`config.mk`:
```
export PLATFORM = sky130hd
export DESIGN_NAME = tcw_ctrl
export DESIGN_NICKNAME = d
export VERILOG_FILES = /design/src/hdl/tcw_pkg.sv /design/src/hdl/tcw_ctrl.sv
export SDC_FILE = /design/constraint.sdc
export NUM_CORES = 1
export LEC_CHECK = 0
export ABC_AREA = 1
export BUFFER_PORTS_ARGS = -buffer_cell sky130_fd_sc_hd__buf_2
export CAP_MARGIN = 40
export CORE_MARGIN = 8
export CORE_UTILIZATION = 43
export CTS_BUF_LIST = sky130_fd_sc_hd__clkbuf_16
export CTS_CLUSTER_SIZE = 14
export DETAILED_ROUTE_END_ITERATION = 16
export PLACE_DENSITY = 0.66
export SLEW_MARGIN = 10
export SYNTH_ARGS = -nofsm -noshare
export SYNTH_HDL_FRONTEND = slang
export SYNTH_SLANG_ARGS = --single-unit
```
`constraint.sdc`:
```
create_clock -name clk -period 5.1 [get_ports clk]
set_clock_uncertainty 0.05 [all_clocks]
set_input_delay 0.51 -clock clk [delete_from_list [all_inputs] [get_ports clk]]
set_output_delay 0.51 -clock clk [all_outputs]
set_load 0.01 [all_outputs]
```
`src/hdl/tcw_pkg.sv`:
```
// shared types, geometry constants and codes for the text console writer
package tcw_pkg;

    // screen geometry
    localparam int COLUMNS = 80;
    localparam int ROWS    = 25;
    localparam int CELLS   = COLUMNS * ROWS;
    localparam int COL_W   = $clog2(COLUMNS);
    localparam int ROW_W   = $clog2(ROWS);
    localparam int ADDR_W  = $clog2(CELLS);
    localparam int CELL_W  = 16;

    // character codes
    localparam logic [7:0] NEWLINE_CODE = 8'd10;
    localparam logic [7:0] SPACE_CODE   = 8'd32;

    // item kinds
    localparam logic [1:0] KIND_PUT   = 2'd0;
    localparam logic [1:0] KIND_READ  = 2'd1;
    localparam logic [1:0] KIND_CLEAR = 2'd2;

    // reset value of the default attribute register
    localparam logic [7:0] DEFAULT_ATTR_RESET = 8'd15;

    // command payload
    typedef struct packed {
        logic [1:0] kind;
        logic       at_position;
        logic [6:0] column;
        logic [4:0] row;
        logic [7:0] character;
        logic [7:0] attribute;
    } cmd_t;

    // result payload
    typedef struct packed {
        logic [10:0] cursor_cell;
        logic        scrolled;
        logic [7:0]  read_character;
        logic [7:0]  read_attribute;
    } result_t;

    // cell memory access request
    typedef struct packed {
        logic              we;
        logic [ADDR_W-1:0] waddr;
        logic [CELL_W-1:0] wdata;
        logic [ADDR_W-1:0] raddr;
    } mem_req_t;

    // controller states
    typedef enum logic [2:0] {
        ST_IDLE,
        ST_READ,
        ST_COPY,
        ST_DRAIN,
        ST_FILL
    } state_t;

endpackage

```
`src/hdl/tcw_ctrl.sv`:
```
// command sequencer: cursor, put/read/clear, scroll copy and fill sweeps
module tcw_ctrl (
    input  logic                       clk,
    input  logic                       rst_n,
    input  logic                       start,
    input  tcw_pkg::cmd_t              cmd,
    input  logic [7:0]                 def_attr,
    output logic                       busy,
    output logic                       done,
    output tcw_pkg::result_t           result,
    output tcw_pkg::mem_req_t          mem_req,
    input  logic [tcw_pkg::CELL_W-1:0] mem_rdata
);

    localparam int COL_W  = tcw_pkg::COL_W;
    localparam int ROW_W  = tcw_pkg::ROW_W;
    localparam int ADDR_W = tcw_pkg::ADDR_W;
    localparam logic [ADDR_W-1:0] LAST_CELL = ADDR_W'(tcw_pkg::CELLS - 1);
    localparam logic [ADDR_W-1:0] BOTTOM_ROW =
        ADDR_W'(tcw_pkg::CELLS - tcw_pkg::COLUMNS);
    localparam logic [ADDR_W-1:0] LAST_COPY =
        ADDR_W'(tcw_pkg::CELLS - tcw_pkg::COLUMNS - 1);
    localparam logic [ADDR_W-1:0] ROW_STEP = ADDR_W'(tcw_pkg::COLUMNS);
    localparam logic [COL_W-1:0] LAST_COL = COL_W'(tcw_pkg::COLUMNS - 1);
    localparam logic [ROW_W-1:0] LAST_ROW = ROW_W'(tcw_pkg::ROWS - 1);

    tcw_pkg::state_t   state_reg, state_next;
    logic [ADDR_W-1:0] cnt_reg, cnt_next;
    logic              zero_fill_reg, zero_fill_next;
    logic              init_reg, init_next;
    logic              pend_reg, pend_next;
    logic [ADDR_W-1:0] pend_addr_reg, pend_addr_next;
    logic [COL_W-1:0]  col_reg, col_next;
    logic [ROW_W-1:0]  row_reg, row_next;
    logic              done_reg, done_next;
    tcw_pkg::result_t  res_reg, res_next;

    logic              accept;
    logic [COL_W-1:0]  sat_col, base_col, put_col, adv_col;
    logic [ROW_W-1:0]  sat_row, base_row, adv_row;
    logic              newline, wrap;
    logic [ADDR_W-1:0] base_addr, adv_addr, cur_addr;
    logic [7:0]        attr_eff;

    // decode of the command and cursor arithmetic
    always_comb
    begin
        accept  = start && (state_reg == tcw_pkg::ST_IDLE);
        sat_col = (32'(cmd.column) >= tcw_pkg::COLUMNS) ? LAST_COL : COL_W'(cmd.column);
        sat_row = (32'(cmd.row) >= tcw_pkg::ROWS) ? LAST_ROW : ROW_W'(cmd.row);
        base_col = cmd.at_position ? sat_col : col_reg;
        base_row = cmd.at_position ? sat_row : row_reg;
        newline  = (cmd.character == tcw_pkg::NEWLINE_CODE);
        put_col  = newline ? LAST_COL : base_col;
        wrap     = 1'b0;
        if (put_col == LAST_COL)
        begin
            adv_col = '0;
            if (base_row == LAST_ROW)
            begin
                adv_row = base_row;
                wrap    = 1'b1;
            end
            else
            begin
                adv_row = base_row + ROW_W'(1);
            end
        end
        else
        begin
            adv_col = put_col + COL_W'(1);
            adv_row = base_row;
        end
        base_addr = ADDR_W'(32'(base_row) * tcw_pkg::COLUMNS) + ADDR_W'(base_col);
        adv_addr  = ADDR_W'(32'(adv_row) * tcw_pkg::COLUMNS) + ADDR_W'(adv_col);
        cur_addr  = ADDR_W'(32'(row_reg) * tcw_pkg::COLUMNS) + ADDR_W'(col_reg);
        attr_eff  = (cmd.attribute == 8'd0) ? def_attr : cmd.attribute;
    end

    // next state
    always_comb
    begin
        state_next = state_reg;
        case (state_reg)
            tcw_pkg::ST_IDLE:
            begin
                if (accept)
                begin
                    case (cmd.kind)
                        tcw_pkg::KIND_PUT:   state_next = wrap ? tcw_pkg::ST_COPY
                                                               : tcw_pkg::ST_IDLE;
                        tcw_pkg::KIND_READ:  state_next = tcw_pkg::ST_READ;
                        tcw_pkg::KIND_CLEAR: state_next = tcw_pkg::ST_FILL;
                        default:             state_next = tcw_pkg::ST_IDLE;
                    endcase
                end
            end
            tcw_pkg::ST_READ:  state_next = tcw_pkg::ST_IDLE;
            tcw_pkg::ST_COPY:
            begin
                if (cnt_reg == LAST_COPY)
                begin
                    state_next = tcw_pkg::ST_DRAIN;
                end
            end
            tcw_pkg::ST_DRAIN: state_next = tcw_pkg::ST_FILL;
            tcw_pkg::ST_FILL:
            begin
                if (cnt_reg == LAST_CELL)
                begin
                    state_next = tcw_pkg::ST_IDLE;
                end
            end
            default:           state_next = tcw_pkg::ST_IDLE;
        endcase
    end

    // memory requests, cursor and result updates
    always_comb
    begin
        mem_req.we     = 1'b0;
        mem_req.waddr  = cnt_reg;
        mem_req.wdata  = '0;
        mem_req.raddr  = base_addr;
        cnt_next       = cnt_reg;
        zero_fill_next = zero_fill_reg;
        init_next      = init_reg;
        pend_next      = 1'b0;
        pend_addr_next = pend_addr_reg;
        col_next       = col_reg;
        row_next       = row_reg;
        done_next      = 1'b0;
        res_next       = res_reg;
        case (state_reg)
            tcw_pkg::ST_IDLE:
            begin
                if (accept)
                begin
                    case (cmd.kind)
                        tcw_pkg::KIND_PUT:
                        begin
                            mem_req.we    = !newline;
                            mem_req.waddr = base_addr;
                            mem_req.wdata = {attr_eff, cmd.character};
                            col_next      = adv_col;
                            row_next      = adv_row;
                            if (wrap)
                            begin
                                cnt_next = '0;
                            end
                            else
                            begin
                                done_next = 1'b1;
                                res_next  = '{cursor_cell: 11'(adv_addr), scrolled: 1'b0,
                                              read_character: 8'd0, read_attribute: 8'd0};
                            end
                        end
                        tcw_pkg::KIND_READ:
                        begin
                            mem_req.raddr = base_addr;
                        end
                        tcw_pkg::KIND_CLEAR:
                        begin
                            cnt_next       = '0;
                            zero_fill_next = 1'b0;
                            col_next       = '0;
                            row_next       = '0;
                        end
                        default:
                        begin
                            done_next = 1'b1;
                            res_next  = '{cursor_cell: 11'(cur_addr), scrolled: 1'b0,
                                          read_character: 8'd0, read_attribute: 8'd0};
                        end
                    endcase
                end
            end
            tcw_pkg::ST_READ:
            begin
                done_next = 1'b1;
                res_next  = '{cursor_cell: 11'(cur_addr), scrolled: 1'b0,
                              read_character: mem_rdata[7:0],
                              read_attribute: mem_rdata[15:8]};
            end
            tcw_pkg::ST_COPY:
            begin
                // read one row ahead, write back the cell read last cycle
                mem_req.raddr  = cnt_reg + ROW_STEP;
                mem_req.we     = pend_reg;
                mem_req.waddr  = pend_addr_reg;
                mem_req.wdata  = mem_rdata;
                pend_next      = 1'b1;
                pend_addr_next = cnt_reg;
                cnt_next       = cnt_reg + ADDR_W'(1);
                zero_fill_next = 1'b1;
            end
            tcw_pkg::ST_DRAIN:
            begin
                mem_req.we    = pend_reg;
                mem_req.waddr = pend_addr_reg;
                mem_req.wdata = mem_rdata;
            end
            tcw_pkg::ST_FILL:
            begin
                mem_req.we    = 1'b1;
                mem_req.waddr = cnt_reg;
                if (!zero_fill_reg && (cnt_reg < BOTTOM_ROW))
                begin
                    mem_req.wdata = {def_attr, tcw_pkg::SPACE_CODE};
                end
                if (cnt_reg == LAST_CELL)
                begin
                    init_next = 1'b0;
                    done_next = !init_reg;
                    res_next  = '{cursor_cell: 11'(cur_addr), scrolled: 1'b1,
                                  read_character: 8'd0, read_attribute: 8'd0};
                end
                else
                begin
                    cnt_next = cnt_reg + ADDR_W'(1);
                end
            end
            default:
            begin
                mem_req.we = 1'b0;
            end
        endcase
    end

    // control registers; reset starts the clearing sweep
    always_ff @(posedge clk or negedge rst_n)
    begin
        if (!rst_n)
        begin
            state_reg     <= tcw_pkg::ST_FILL;
            cnt_reg       <= '0;
            zero_fill_reg <= 1'b1;
            init_reg      <= 1'b1;
            pend_reg      <= 1'b0;
            col_reg       <= '0;
            row_reg       <= '0;
            done_reg      <= 1'b0;
        end
        else
        begin
            state_reg     <= state_next;
            cnt_reg       <= cnt_next;
            zero_fill_reg <= zero_fill_next;
            init_reg      <= init_next;
            pend_reg      <= pend_next;
            col_reg       <= col_next;
            row_reg       <= row_next;
            done_reg      <= done_next;
        end
    end

    // payload registers
    always_ff @(posedge clk)
    begin
        pend_addr_reg <= pend_addr_next;
        res_reg       <= res_next;
    end

    assign busy   = (state_reg != tcw_pkg::ST_IDLE);
    assign done   = done_reg;
    assign result = res_reg;

    // cursor always stays on the screen
    a_cursor_range: assert property (@(posedge clk) disable iff (!rst_n)
        (32'(col_reg) < tcw_pkg::COLUMNS) && (32'(row_reg) < tcw_pkg::ROWS))
        else $error("cursor off screen");

    // scroll copy never writes the cell it is reading
    a_copy_no_overlap: assert property (@(posedge clk) disable iff (!rst_n)
        (state_reg == tcw_pkg::ST_COPY) && mem_req.we |-> mem_req.waddr != mem_req.raddr)
        else $error("scroll copy address overlap");

    // every accepted item either finishes next cycle or keeps the block busy
    a_item_progress: assert property (@(posedge clk) disable iff (!rst_n)
        start && !busy |=> done || busy)
        else $error("accepted item lost");

    // a result never comes from a scroll copy cycle
    a_done_after_sweep: assert property (@(posedge clk) disable iff (!rst_n)
        done |-> $past(state_reg) != tcw_pkg::ST_COPY)
        else $error("result during scroll copy");

endmodule

```
==> reports/metrics.yaml, run 1 <==
critical_path:
  reg2reg_depth: 16
  timing.critical_path.arrival_ps: 3930
  critical_path_launch_point_type: "primary input"
  timing.critical_path.required_ps: 5140
  worst_setup_path_startpoint: "cmd[28]"
  crit_fanout: 15
  crit_path_end_kind: "register"
  worstReg2RegEnd: "result[27]$_DFFE_PP_"
  timing.setup.critical_path_class: "in -> reg"
  crit_path_end: "result[27]$_DFFE_PP_"
  critical_path.reg2reg.startpoint: "col_reg[1]$_DFFE_PN0P_"
  ff2ff_setup_slack_ps: 1360
die:
  initial_utilization_pct: 44.1
  top_level_ports: 127
  number_of_core_rows: 40
  die_area_sq_um: 16100
  die_h_microns: 127
  floorplan.core_area_sq_um: 12000
  die-width_microns: 127
clock_tree:
  number_of_buffers_added_by_the_clock_tree_synthesis_step: 9
  clock_tree.htree_level_count: 3
  post_cts.repair.setup_buffers: 0
  cts_hold_repair.buffers: 0
  cts_tree: "done"
  post_cts_resize_count: 0
  cts.root.buffer_cell: "sky130_fd_sc_hd__clkbuf_16"
  clock_sinks: 69
  clk_pin_slew_worst_paths_ps: 60
  clk_latency_ps: 350
  max-clock-path-buffers: 2
hold_path:
  hp-class: "in -> async"
timing:
  finalHoldViolCount: 0
  final_min_period_over_clock_period_pct: 76.1
  fin_ws_ps: 1220
  final-setup-viol-count: 0
  setup_total_negative_slack_ps: 0
  grt_setup_unrepaired: "false"
  min_period_ps: 3880
  maxClockFrequency_mhz: 258
  worst_hold_slack_ps: 176
  worst_slew_pin_slew_ps: 742
  final-max-slew-violation-count: 0
  max_slew_margin_pct: 50.6
global_routing:
  wire_length_of_the_first_global_routing_pass_microns: 25500
  antenna_found_initial: 0
  grt-ovfl-total: 0
  grt_busiest_layer: "met2"
  gr-usage-met2_pct: 33.9
  grt_util_all_layers_pct: 19.7
  groute.layer.met3.usage_pct: 5.07
  groute.layer.met1.usage_pct: 22.8
  maximum_number_of_pins_on_one_net_before_global_route_repair: 31
  grt_pass1_vias: 5091
synth:
  synthAdderAreaFrac_pct: 10.1
  postSynth.asyncResetShare_pct: 43.5
  ys_dominant_reg_cell: "sky130_fd_sc_hd__edfxtp_1"
  synth_top_cell_area_share_pct: 22.1
  synth_mux_area_share_pct: 0
  synth_compound_area_share_pct: 15.0
  synth_seq_cells: 69
  yosysWarningCount: 0
  ys_top_cells_by_area: "sky130_fd_sc_hd__edfxtp_1 (22%), sky130_fd_sc_hd__dfrtp_1 (13%), sky130_fd_sc_hd__nand2_1 (11%), sky130_fd_sc_hd__ha_1 (8.3%), sky130_fd_sc_hd__inv_1 (7.4%)"
  synthesis.nets: 794
  synth-xor-area-share_pct: 1.98
  synth_area_per_cell_sq_um: 7.62
  synth_area_leader_cell: "sky130_fd_sc_hd__edfxtp_1"
  synth-simple-area-share_pct: 26.8
  synthesis.instances: 696
  synthDistinctLibCells: 41
  synth.yosys.seq_area_share_pct: 36.3
  post_synth_instance_area_sq_um: 5300
  largest_family_of_logic_cells_by_synthesized_area: "simple AND/OR/NAND/NOR gates"
  number_of_flops_mapped_to_enable_cells_by_yosys: 39
finish:
  area_growth_syn_to_layout_pct: 20.3
  antennaDiodeCount: 0
  layout-drive-gt1-share_pct: 24.8
  largest_register_ff_count: 28
  final_nets: 918
placement:
  numPortBuffers: 126
  place_worst_setup_slack_ps: 896
  place.gp.congestion: 0.960
  detailed_place_hpwl_microns: 12700
drt:
  wl_per_cell_microns: 16.3
  first_iter_violations: 293
  avgViaCountPerCell: 5.31
  drt_first_pass_iters: 4
  via_count: 5162
  postRouteAntennaNets: 0
  drc: 0
  routed_wl_microns: 15800
power_and_ir_drop:
  power.share.combinational_pct: 54.0
  power.density_cell_area_nw_per_um2: 571
  power_frac_clock_pct: 17.7
  p_switching_uw: 1690
  intPower_uw: 1950
  seqPwrFrac_pct: 28.3
  max-vdd-ir-drop_v: 0.000254
  leakagePower_uw: 0.00327
  switching_power_as_a_share_of_total_power_pct: 46.4
run:
  timing.max_cap.violations: 0
status:
  status: "complete, no violations"
==> routing by layer <==
metal / part of all wire [%] / wire length (microns)
met1: 43 / 6760
met3: 6.9 / 1090
met4: 2.5 / 388
met2: 48 / 7560
met5: 0 / 0
==> worst min-delay path by stage <==
stage	from	endpoint	slack, ps	cells after the start
final	rst_n	cnt_reg[9]$_DFFE_PN0P_	180	1
after global routing	rst_n	cnt_reg[7]$_DFFE_PN0P_	240	1
after CTS	rst_n	cnt_reg[7]$_DFFE_PN0P_	200	1
after detailed placement	init_reg$_DFFE_PN1P_	init_reg$_DFFE_PN1P_	390	2
after global placement	init_reg$_DFFE_PN1P_	init_reg$_DFFE_PN1P_	390	2
after floorplan	rst_n	cnt_reg[0]$_DFFE_PN0P_	160	0
==> cell usage after synthesis, types with 10 or more instances <==
master                     number
sky130_fd_sc_hd__ha_1          35
sky130_fd_sc_hd__nand3_1       46
sky130_fd_sc_hd__nor2_1        60
sky130_fd_sc_hd__nand2_1      153
sky130_fd_sc_hd__o21ai_1       10
sky130_fd_sc_hd__a21oi_1       16
sky130_fd_sc_hd__dfrtp_1       27
sky130_fd_sc_hd__o21ai_0       47
sky130_fd_sc_hd__o21ai_2       12
sky130_fd_sc_hd__nand2_2       21
sky130_fd_sc_hd__o221ai_1      12
sky130_fd_sc_hd__edfxtp_1      39
sky130_fd_sc_hd__o22ai_1       11
sky130_fd_sc_hd__inv_1        105
==> stage by stage <==
step	utilization (%)	total power [uW]	instance area, sq um	instances
after floorplan	-	2290	5300	696
after detailed placement	50.6	3010	6070	956
after CTS	53.1	3680	6380	972
final	53.1	3640	6380	972
after global routing	53.1	3920	6380	972
after global placement	50.3	2960	6040	955
==> cell usage in the layout (no fill, tap or decap), drive strengths merged, types with 2 or more instances in the layout <==
cell type	count
a22oi	5
o211ai	7
nand2	174
dfstp	3
clkinvlp	2
nand3b	5
nor3	5
xnor2	8
o221ai	12
clkbuf	9
fa	5
o21ai	69
nand3	47
ha	35
dfrtp	27
a21oi	16
nor4	2
nand4	9
buf	129
or2	6
xor2	4
o22ai	11
nor2	68
edfxtp	39
inv	118
a21o	2
a31oi	3
==> critical path, cell delays in order <==
cell and delay [ps]:
sky130_fd_sc_hd__buf_2 250, sky130_fd_sc_hd__inv_2 150, sky130_fd_sc_hd__nor2_1 110, sky130_fd_sc_hd__nand2_1 50
sky130_fd_sc_hd__o21ai_0 150, sky130_fd_sc_hd__nand2_1 120, sky130_fd_sc_hd__ha_1 260, sky130_fd_sc_hd__nand3_2 130
sky130_fd_sc_hd__nor2_4 70, sky130_fd_sc_hd__o21ai_0 210, sky130_fd_sc_hd__inv_1 140, sky130_fd_sc_hd__ha_1 320
sky130_fd_sc_hd__ha_1 230, sky130_fd_sc_hd__fa_1 390, sky130_fd_sc_hd__xnor2_1 230, sky130_fd_sc_hd__nand3b_1 150
sky130_fd_sc_hd__xor2_1 200, sky130_fd_sc_hd__nand3_1 100, sky130_fd_sc_hd__nand3_1 80, sky130_fd_sc_hd__nand2_1 50
==> power by group through the flow <==
stage	logic [uW]	registers, uW	clock network [uW]
floorplan	1220	1080	0
global placement	1920	1040	0
detailed placement	1970	1040	0
CTS	1980	1030	660
global route	2190	1060	682
finish	1970	1030	644
==> kinds of logic (layout without fill, tap and decap cells) <==
logic type      Yosys count  in the layout
xor+xnor                 12             12
fa+ha+maj                40             40
compound gates          128            128
simple gates            317            317
buf+inv                 130            259
flops                    69             69
==> cell type report <==
type | instances | area [sq um]
clock buffers | 9 | 225
multi-input cells | 497 | 2860
flip-flops and latches | 69 | 1930
clock inverters | 7 | 80.1
inverters | 114 | 430
fillers | 1175 | 5630
well taps | 147 | 184
repair buffers | 129 | 673
(Power assumes the default switching activity.)
==> run 2, diff against run 1 <==
--- a/config.mk
+++ b/config.mk
@@ -5,7 +5,7 @@
 export SDC_FILE = /design/constraint.sdc
 export NUM_CORES = 1
 export LEC_CHECK = 0
-export ABC_AREA = 1
+export ABC_AREA = 0
 export BUFFER_PORTS_ARGS = -buffer_cell sky130_fd_sc_hd__buf_2
 export CAP_MARGIN = 40
 export CORE_MARGIN = 8
@@ -13,7 +13,7 @@
 export CTS_BUF_LIST = sky130_fd_sc_hd__clkbuf_16
 export CTS_CLUSTER_SIZE = 14
 export DETAILED_ROUTE_END_ITERATION = 16
-export PLACE_DENSITY = 0.66
+export PLACE_DENSITY = 0.69
 export SLEW_MARGIN = 10
 export SYNTH_ARGS = -nofsm -noshare
 export SYNTH_HDL_FRONTEND = slang
==> constraint.sdc (replaced) <==
create_clock -name clk -period 3.4 [get_ports clk]
set_clock_uncertainty 0.05 [all_clocks]
set_input_delay 0.34 -clock clk [delete_from_list [all_inputs] [get_ports clk]]
set_output_delay 0.34 -clock clk [all_outputs]
set_load 0.01 [all_outputs]
==> run 2 against run 1 <==
Compared with the run above: the flow now finishes with violations (setup timing); clock power grew 39%; register-to-register slack got worse by 1600 ps; non-clock buffer count rose by 128; combinational power decreased by 74%; first-iteration DRC count is 52% higher; routed wire length is 12% higher; global-route usage increased by 2.2 points; setup slack got worse by 1600 ps; core utilization up 11 points.
==> reports/metrics.yaml, run 2 <==
critical_path:
  crit_fanout: 2
  cpLargestDelayFamily: "buffers and inverters"
  critical-path-max-stage-delay_ps: 560
  critical_path_launch_point_type: "primary input"
  timing.setup.critical_path_class: "in -> reg"
  timing.critical_path.arrival_ps: 3790
  number_of_buffer_and_inverter_instances_along_the_worst_setup_path: 21
  crit_slowest_cell: "sky130_fd_sc_hd__or4b_4"
  timing.critical_path.depth: 26
  reg2reg_depth: 17
  cp_common_cell: "sky130_fd_sc_hd__buf_4"
  timing.critical_path.required_ps: 3440
  crit_path_end_kind: "register"
placement:
  place.gp.congestion: 0.897
  detailed_place_hpwl_microns: 12600
  place_worst_setup_slack_ps: -720
  place_inst: 889
  numPortBuffers: 126
timing:
  final-max-slew-violation-count: 0
  fin_ws_ps: -348
  final_min_period_over_clock_period_pct: 110
  worst_hold_slack_ps: 8.59
  final-setup-viol-count: 5
  maxClockFrequency_mhz: 267
  worst_slew_pin_slew_ps: 758
  setup_total_negative_slack_ps: -1060
  grt_setup_unrepaired: "true"
  max_slew_margin_pct: 49.5
  min_period_ps: 3750
  finalHoldViolCount: 0
clock_tree:
  clk_pin_slew_worst_paths_ps: 60
  cts_tree: "done"
  number_of_buffers_added_by_the_clock_tree_synthesis_step: 9
  cts_hold_repair.buffers: 0
  clock_tree.htree_level_count: 3
  clk_latency_ps: 340
  clock_sinks: 69
  cts.root.buffer_cell: "sky130_fd_sc_hd__clkbuf_16"
  max-clock-path-buffers: 2
global_routing:
  maximum_number_of_pins_on_one_net_before_global_route_repair: 31
  antenna_found_initial: 0
  grt_util_all_layers_pct: 21.9
  wire_length_of_the_first_global_routing_pass_microns: 28000
  grt-ovfl-total: 0
  grt_pass1_vias: 5542
die:
  number_of_core_rows: 40
  initial_utilization_pct: 43.8
  die_h_microns: 126
  top_level_ports: 127
  die_area_sq_um: 15900
  die-width_microns: 126
  floorplan.core_area_sq_um: 11900
synth:
  synthesis.instances: 554
  synth_seq_cells: 69
  ys_top_cells_by_area: "sky130_fd_sc_hd__edfxtp_1 (22%), sky130_fd_sc_hd__dfrtp_1 (13%), sky130_fd_sc_hd__ha_1 (8.4%), sky130_fd_sc_hd__nand2_1 (4.5%), sky130_fd_sc_hd__xnor2_1 (3.2%)"
  synthMostInstantiatedCell: "sky130_fd_sc_hd__nand2_1"
  synthesis.nets: 652
  postSynth.asyncResetShare_pct: 43.5
  number_of_flops_mapped_to_enable_cells_by_yosys: 39
  yosysWarningCount: 0
  ys_dominant_reg_cell: "sky130_fd_sc_hd__edfxtp_1"
  synth_area_per_cell_sq_um: 9.43
  synthDistinctLibCells: 70
  synth_area_leader_cell: "sky130_fd_sc_hd__edfxtp_1"
  post_synth_instance_area_sq_um: 5220
  synth.yosys.seq_area_share_pct: 36.9
  synth_top_cell_area_share_pct: 22.4
  synth_top_cells_by_count: "sky130_fd_sc_hd__nand2_1 (62), sky130_fd_sc_hd__inv_1 (42), sky130_fd_sc_hd__edfxtp_1 (39)"
run:
  timing.max_cap.violations: 0
power_and_ir_drop:
  seqPwrFrac_pct: 38.7
  leakagePower_uw: 0.00366
  intPower_uw: 1690
  switching_power_as_a_share_of_total_power_pct: 25.9
  power_frac_clock_pct: 39.2
  power.share.combinational_pct: 22.1
  p_switching_uw: 592
  power.density_cell_area_nw_per_um2: 298
  max-vdd-ir-drop_v: 0.000323
drt:
  first_iter_violations: 446
  avgViaCountPerCell: 5.69
  drt_first_pass_iters: 6
  postRouteAntennaNets: 0
  drc: 0
  routed_wl_microns: 17700
  wl_per_cell_microns: 18.7
  via_count: 5377
finish:
  final_nets: 891
  final_cell_mix: "sky130_fd_sc_hd__buf_2 (122), sky130_fd_sc_hd__buf_4 (117), sky130_fd_sc_hd__nand2_1 (56), sky130_fd_sc_hd__inv_1 (43), sky130_fd_sc_hd__edfxtp_1 (39)"
  nFillCells: 929
  largest_register_ff_count: 28
  layout-drive-gt1-share_pct: 44.5
  layout_commonest_cell: "sky130_fd_sc_hd__buf_2"
  finish.cell_count_without_fillers: 945
  antennaDiodeCount: 0
  area_growth_syn_to_layout_pct: 46.9
hold_path:
  hp-class: "in -> async"
status:
  failed_checks: "setup timing"
  status: "finished with violations"
run 2: changes by cell type after synthesis, moves of 11 or more:
| cell | delta |
|---|---|
| sky130_fd_sc_hd__and3_1 | +22 |
| sky130_fd_sc_hd__clkbuf_1 | +13 |
| sky130_fd_sc_hd__xnor2_1 | +11 |
| sky130_fd_sc_hd__nand2_1 | -91 |
| sky130_fd_sc_hd__o21ai_0 | -26 |
| sky130_fd_sc_hd__nand2_2 | -21 |
| sky130_fd_sc_hd__o21ai_2 | -12 |
| sky130_fd_sc_hd__nand3_1 | -33 |
| sky130_fd_sc_hd__a21oi_1 | +17 |
| sky130_fd_sc_hd__a222oi_1 | +13 |
| sky130_fd_sc_hd__nor2_1 | -27 |
| sky130_fd_sc_hd__a22o_1 | +17 |
| sky130_fd_sc_hd__inv_1 | -63 |
| sky130_fd_sc_hd__o221ai_1 | -12 |
run 2: layout make-up:
type                    instances  area (sq um)  share of cell area, %
well taps                     147           184                   2.40
clock buffers                   9           225                   2.94
clock inverters                 7          52.6                  0.685
inverters                      43           161                   2.10
multi-input cells             413          3410                   44.5
repair buffers                257          1710                   22.3
flip-flops and latches         69          1930                   25.1
run 2: per-stage QoR:
stage | cell area [sq um] | total power, uW | utilization (%)
2_1_floorplan | 5410 | 1100 | -
3_3_place_gp | 6760 | 1280 | 56.8
3_5_place_dp | 6770 | 1290 | 56.8
4_1_cts | 7390 | 2240 | 62.1
5_1_grt | 7670 | 2380 | 64.4
6_report | 7670 | 2280 | 64.4
run 2: what timing repair did:
action	in CTS	in global routing
pin swaps	7	19
buffers inserted	28	15
gates resized for setup	29	43
endpoints found under the setup margin	7	10
run 2: worst reg2reg max path, stage by stage (launching register included):
cell,delay [ps]
sky130_fd_sc_hd__dfrtp_1,380
sky130_fd_sc_hd__or2_4,250
sky130_fd_sc_hd__nand2_4,70
sky130_fd_sc_hd__nand2_2,70
sky130_fd_sc_hd__ha_4,160
sky130_fd_sc_hd__and3_4,170
sky130_fd_sc_hd__a31oi_4,250
sky130_fd_sc_hd__buf_6,170
sky130_fd_sc_hd__nor2_4,40
sky130_fd_sc_hd__a21oi_4,150
sky130_fd_sc_hd__ha_4,230
sky130_fd_sc_hd__ha_4,160
sky130_fd_sc_hd__fa_2,580
sky130_fd_sc_hd__nand3_4,100
sky130_fd_sc_hd__o21a_1,130
sky130_fd_sc_hd__a311oi_2,210
sky130_fd_sc_hd__xor2_1,170
sky130_fd_sc_hd__o21ai_1,70
run 2: final timing paths:
path / startpoint / to / slack [ps]
worst max register to register: col_reg[1]$_DFFE_PN0P_ / result[27]$_DFFE_PP_ / -260
max in group asynchronous: rst_n / row_reg[3]$_DFFE_PN0P_ / 2790
worst min register to register: zero_fill_reg$_DFFE_PN1P_ / zero_fill_reg$_DFFE_PN1P_ / 410
min in group clk: mem_rdata[1] / result[9]$_DFFE_PP_ / 280
worst min-delay path: rst_n / cnt_reg[4]$_DFFE_PN0P_ / 9
worst max-delay path: cmd[15] / result[17]$_DFFE_PP_ / -350
run 2: power groups by stage:
stage               sequential, uW  clock [uW]  combinational [uW]
finish                         884         896                 504
global route                   884         949                 545
CTS                            884         909                 450
detailed placement             900           0                 391
global placement               900           0                 384
floorplan                      901           0                 203
run 2: per-layer routing:
metal / up-vias / global-route usage [%] / part of all wire (%)
met5: - / 0 / 0
met4: 0 / 7.71 / 2.3
met3: 33 / 5.86 / 5.7
met2: 175 / 37.5 / 51
met1: 2638 / 25.8 / 41
li1: 2531 / - / -
run 2: cells by family after synthesis:
logic type                 synth area share (%)
xor gates and xnor gates                   4.53
buffers and inverters                      5.73
and+or+nand+nor                            17.2
AOI/OAI and AO/OA                          23.1
DFF                                        36.9
adders and majority gates                  10.5
muxes                                      2.04
==> run 3, diff against run 2 <==
--- a/config.mk
+++ b/config.mk
@@ -6,7 +6,7 @@
 export NUM_CORES = 1
 export LEC_CHECK = 0
 export ABC_AREA = 0
-export BUFFER_PORTS_ARGS = -buffer_cell sky130_fd_sc_hd__buf_2
+export BUFFER_PORTS_ARGS = -buffer_cell sky130_fd_sc_hd__buf_4
 export CAP_MARGIN = 40
 export CORE_MARGIN = 8
 export CORE_UTILIZATION = 43
==> run 3 against run 2 <==
Compared with the run above: final cell count down 2.3%; maximum frequency down 1.9%; clock power down 6.4%; first-iteration DRC count down 8.3%; routed wire length down 1.6%; die area unchanged; via count down 2.3%; largest cell class unchanged; flip-flop and latch count unchanged; the flow still finishes with violations (setup timing); hold slack better by 250 ps; global-route usage down 0.27 points; highest routed layer unchanged.
==> reports/metrics.yaml, run 3 (same netlist as run 2, synthesis figures left out) <==
status:
  status: "finished with violations"
  failed_checks: "setup timing"
die:
  die_area_sq_um: 15900
  die-width_microns: 126
  initial_utilization_pct: 43.8
  top_level_ports: 127
  floorplan.core_area_sq_um: 11900
  number_of_core_rows: 40
  die_h_microns: 126
hold_path:
  worstHoldPathCells: 2
  hold_endpoint: "done$_DFF_PN0_"
  min-delay-start: "start"
  hp-class: "in -> reg"
timing:
  grt_setup_unrepaired: "true"
  final-setup-viol-count: 3
  max_slew_margin_pct: 62.6
  maxClockFrequency_mhz: 262
  worst_hold_slack_ps: 261
  min_period_ps: 3820
  final-max-slew-violation-count: 0
  fin_ws_ps: -422
  worst_slew_pin_slew_ps: 558
  final_min_period_over_clock_period_pct: 112
  finalHoldViolCount: 0
drt:
  avgViaCountPerCell: 5.69
  first_iter_violations: 409
  drc: 0
  postRouteAntennaNets: 0
  via_count: 5255
  wl_per_cell_microns: 18.9
  routed_wl_microns: 17400
  drt_first_pass_iters: 7
finish:
  nFillCells: 972
  layout-drive-gt1-share_pct: 41.9
  area_growth_syn_to_layout_pct: 47.1
  layout_commonest_cell: "sky130_fd_sc_hd__buf_4"
  finish.cell_count_without_fillers: 923
  final_nets: 869
  post-route-util_pct: 64.5
  antennaDiodeCount: 0
  largest_register_ff_count: 28
  final_cell_mix: "sky130_fd_sc_hd__buf_4 (218), sky130_fd_sc_hd__nand2_1 (60), sky130_fd_sc_hd__inv_1 (42), sky130_fd_sc_hd__edfxtp_1 (39), sky130_fd_sc_hd__ha_1 (29)"
critical_path:
  ff2ff_setup_slack_ps: -360
  timing.setup.critical_path_class: "in -> reg"
  timing.critical_path.depth: 20
  crit_fanout: 7
  cpLargestDelayFamily: "simple AND/OR/NAND/NOR gates"
  critical-path-max-stage-delay_ps: 530
  critical_path.reg2reg.startpoint: "col_reg[1]$_DFFE_PN0P_"
  crit_slowest_cell: "sky130_fd_sc_hd__or4b_4"
  path_cells: "buf_4 -> or4b_4 -> nor2_4 -> nor2_2 -> inv_2 -> ha_4 -> and3_4 -> a31oi_4 -> nor4_4 -> xnor2_2 -> ha_4 -> ha_4 -> fa_2 -> buf_4 -> buf_6 -> buf_6 -> buf_6 -> a21o_1 -> a21oi_2 -> a21oi_1"
  worstReg2RegEnd: "result[25]$_DFFE_PP_"
  timing.critical_path.arrival_ps: 3860
  reg2reg_depth: 19
  crit_path_end_kind: "register"
  number_of_buffer_and_inverter_instances_along_the_worst_setup_path: 6
  timing.critical_path.required_ps: 3430
  critical_path_launch_point_type: "primary input"
power_and_ir_drop:
  power_frac_clock_pct: 38.0
  seqPwrFrac_pct: 40.0
  switching_power_as_a_share_of_total_power_pct: 26.7
  max-vdd-ir-drop_v: 0.000386
  report.power.total_uw: 2210
  p_switching_uw: 589
  intPower_uw: 1620
  power.density_cell_area_nw_per_um2: 287
  leakagePower_uw: 0.00362
  power.share.combinational_pct: 22.0
placement:
  place.gp.congestion: 0.900
  numPortBuffers: 126
  place_inst: 889
  detailed_place_hpwl_microns: 13000
run:
  timing.max_cap.violations: 0
global_routing:
  wire_length_of_the_first_global_routing_pass_microns: 27600
  grt-ovfl-total: 0
  maximum_number_of_pins_on_one_net_before_global_route_repair: 31
  grt_pass1_vias: 5498
  antenna_found_initial: 0
  grt_util_all_layers_pct: 21.6
clock_tree:
  clock_tree.htree_level_count: 3
  clk_latency_ps: 340
  clk_pin_slew_worst_paths_ps: 50
  number_of_buffers_added_by_the_clock_tree_synthesis_step: 9
  cts_tree: "done"
  clock_sinks: 69
  cts.root.buffer_cell: "sky130_fd_sc_hd__clkbuf_16"
  max-clock-path-buffers: 2
## run 3: worst reg2reg max path, cell delays in order, from the launching register on
cell,delay [ps]
sky130_fd_sc_hd__dfrtp_1,380
sky130_fd_sc_hd__or2_4,240
sky130_fd_sc_hd__nand2_2,70
sky130_fd_sc_hd__nand2_1,100
sky130_fd_sc_hd__ha_4,190
sky130_fd_sc_hd__and3_4,170
sky130_fd_sc_hd__a31oi_4,310
sky130_fd_sc_hd__buf_6,170
sky130_fd_sc_hd__nand2_1,50
sky130_fd_sc_hd__o21ai_1,180
sky130_fd_sc_hd__ha_4,200
sky130_fd_sc_hd__ha_4,130
sky130_fd_sc_hd__fa_2,450
sky130_fd_sc_hd__buf_4,150
sky130_fd_sc_hd__buf_6,100
sky130_fd_sc_hd__buf_6,100
sky130_fd_sc_hd__buf_6,100
sky130_fd_sc_hd__a21o_1,170
sky130_fd_sc_hd__a21oi_2,130
sky130_fd_sc_hd__a21oi_1,60
## run 3: repair_timing
action	CTS	global route
endpoints found under the setup margin	7	8
hold buffers	1	0
hold endpoints to repair	27	0
gates resized for setup	19	26
pin swaps	5	17
setup buffers	7	11
## run 3: area by class of cell
class	instances	area (sq um)	area share [%]
Multi-Input combinational cell	413	3300	42.9
Sequential cell	69	1930	25.1
Timing Repair Buffer	235	1850	24.1
Clock buffer	9	225	2.93
Tap cell	147	184	2.39
Inverter	43	165	2.15
Clock inverter	7	35.0	0.456
## run 3: worst max-delay path by stage
stage,startpoint,endpoint,slack (ps)
after floorplan,cmd[10],result[27]$_DFFE_PP_,-620
after global placement,cmd[8],result[27]$_DFFE_PP_,-740
after detailed placement,cmd[8],result[27]$_DFFE_PP_,-770
after CTS,cmd[15],result[27]$_DFFE_PP_,-360
after global routing,cmd[13],result[26]$_DFFE_PP_,-520
final,cmd[13],result[25]$_DFFE_PP_,-420
## run 3: layer usage
layer	routed length, microns	global-route usage, %	vias to the layer above
met5	0	0	-
met4	419	9.91	0
met3	1080	4.77	31
met2	8930	37.4	206
met1	6970	25.0	2539
li1	-	-	2479
## run 3: power groups by stage
stage	Clock, uW	Sequential (uW)	Combinational (uW)
6_report	839	884	485
4_1_cts	860	884	451
3_5_place_dp	0	900	421
5_1_grt	892	884	521
2_1_floorplan	0	901	203
3_3_place_gp	0	900	410
## run 3: through the flow
stage	area (sq um)	setup slack (ps)	setup TNS (ps)
6_report	7680	-422	-1190
5_1_grt	7680	-516	-1740
4_1_cts	7490	-357	-1130
3_5_place_dp	7090	-767	-2860
3_3_place_gp	7080	-743	-2780
2_1_floorplan	5410	-617	-1130
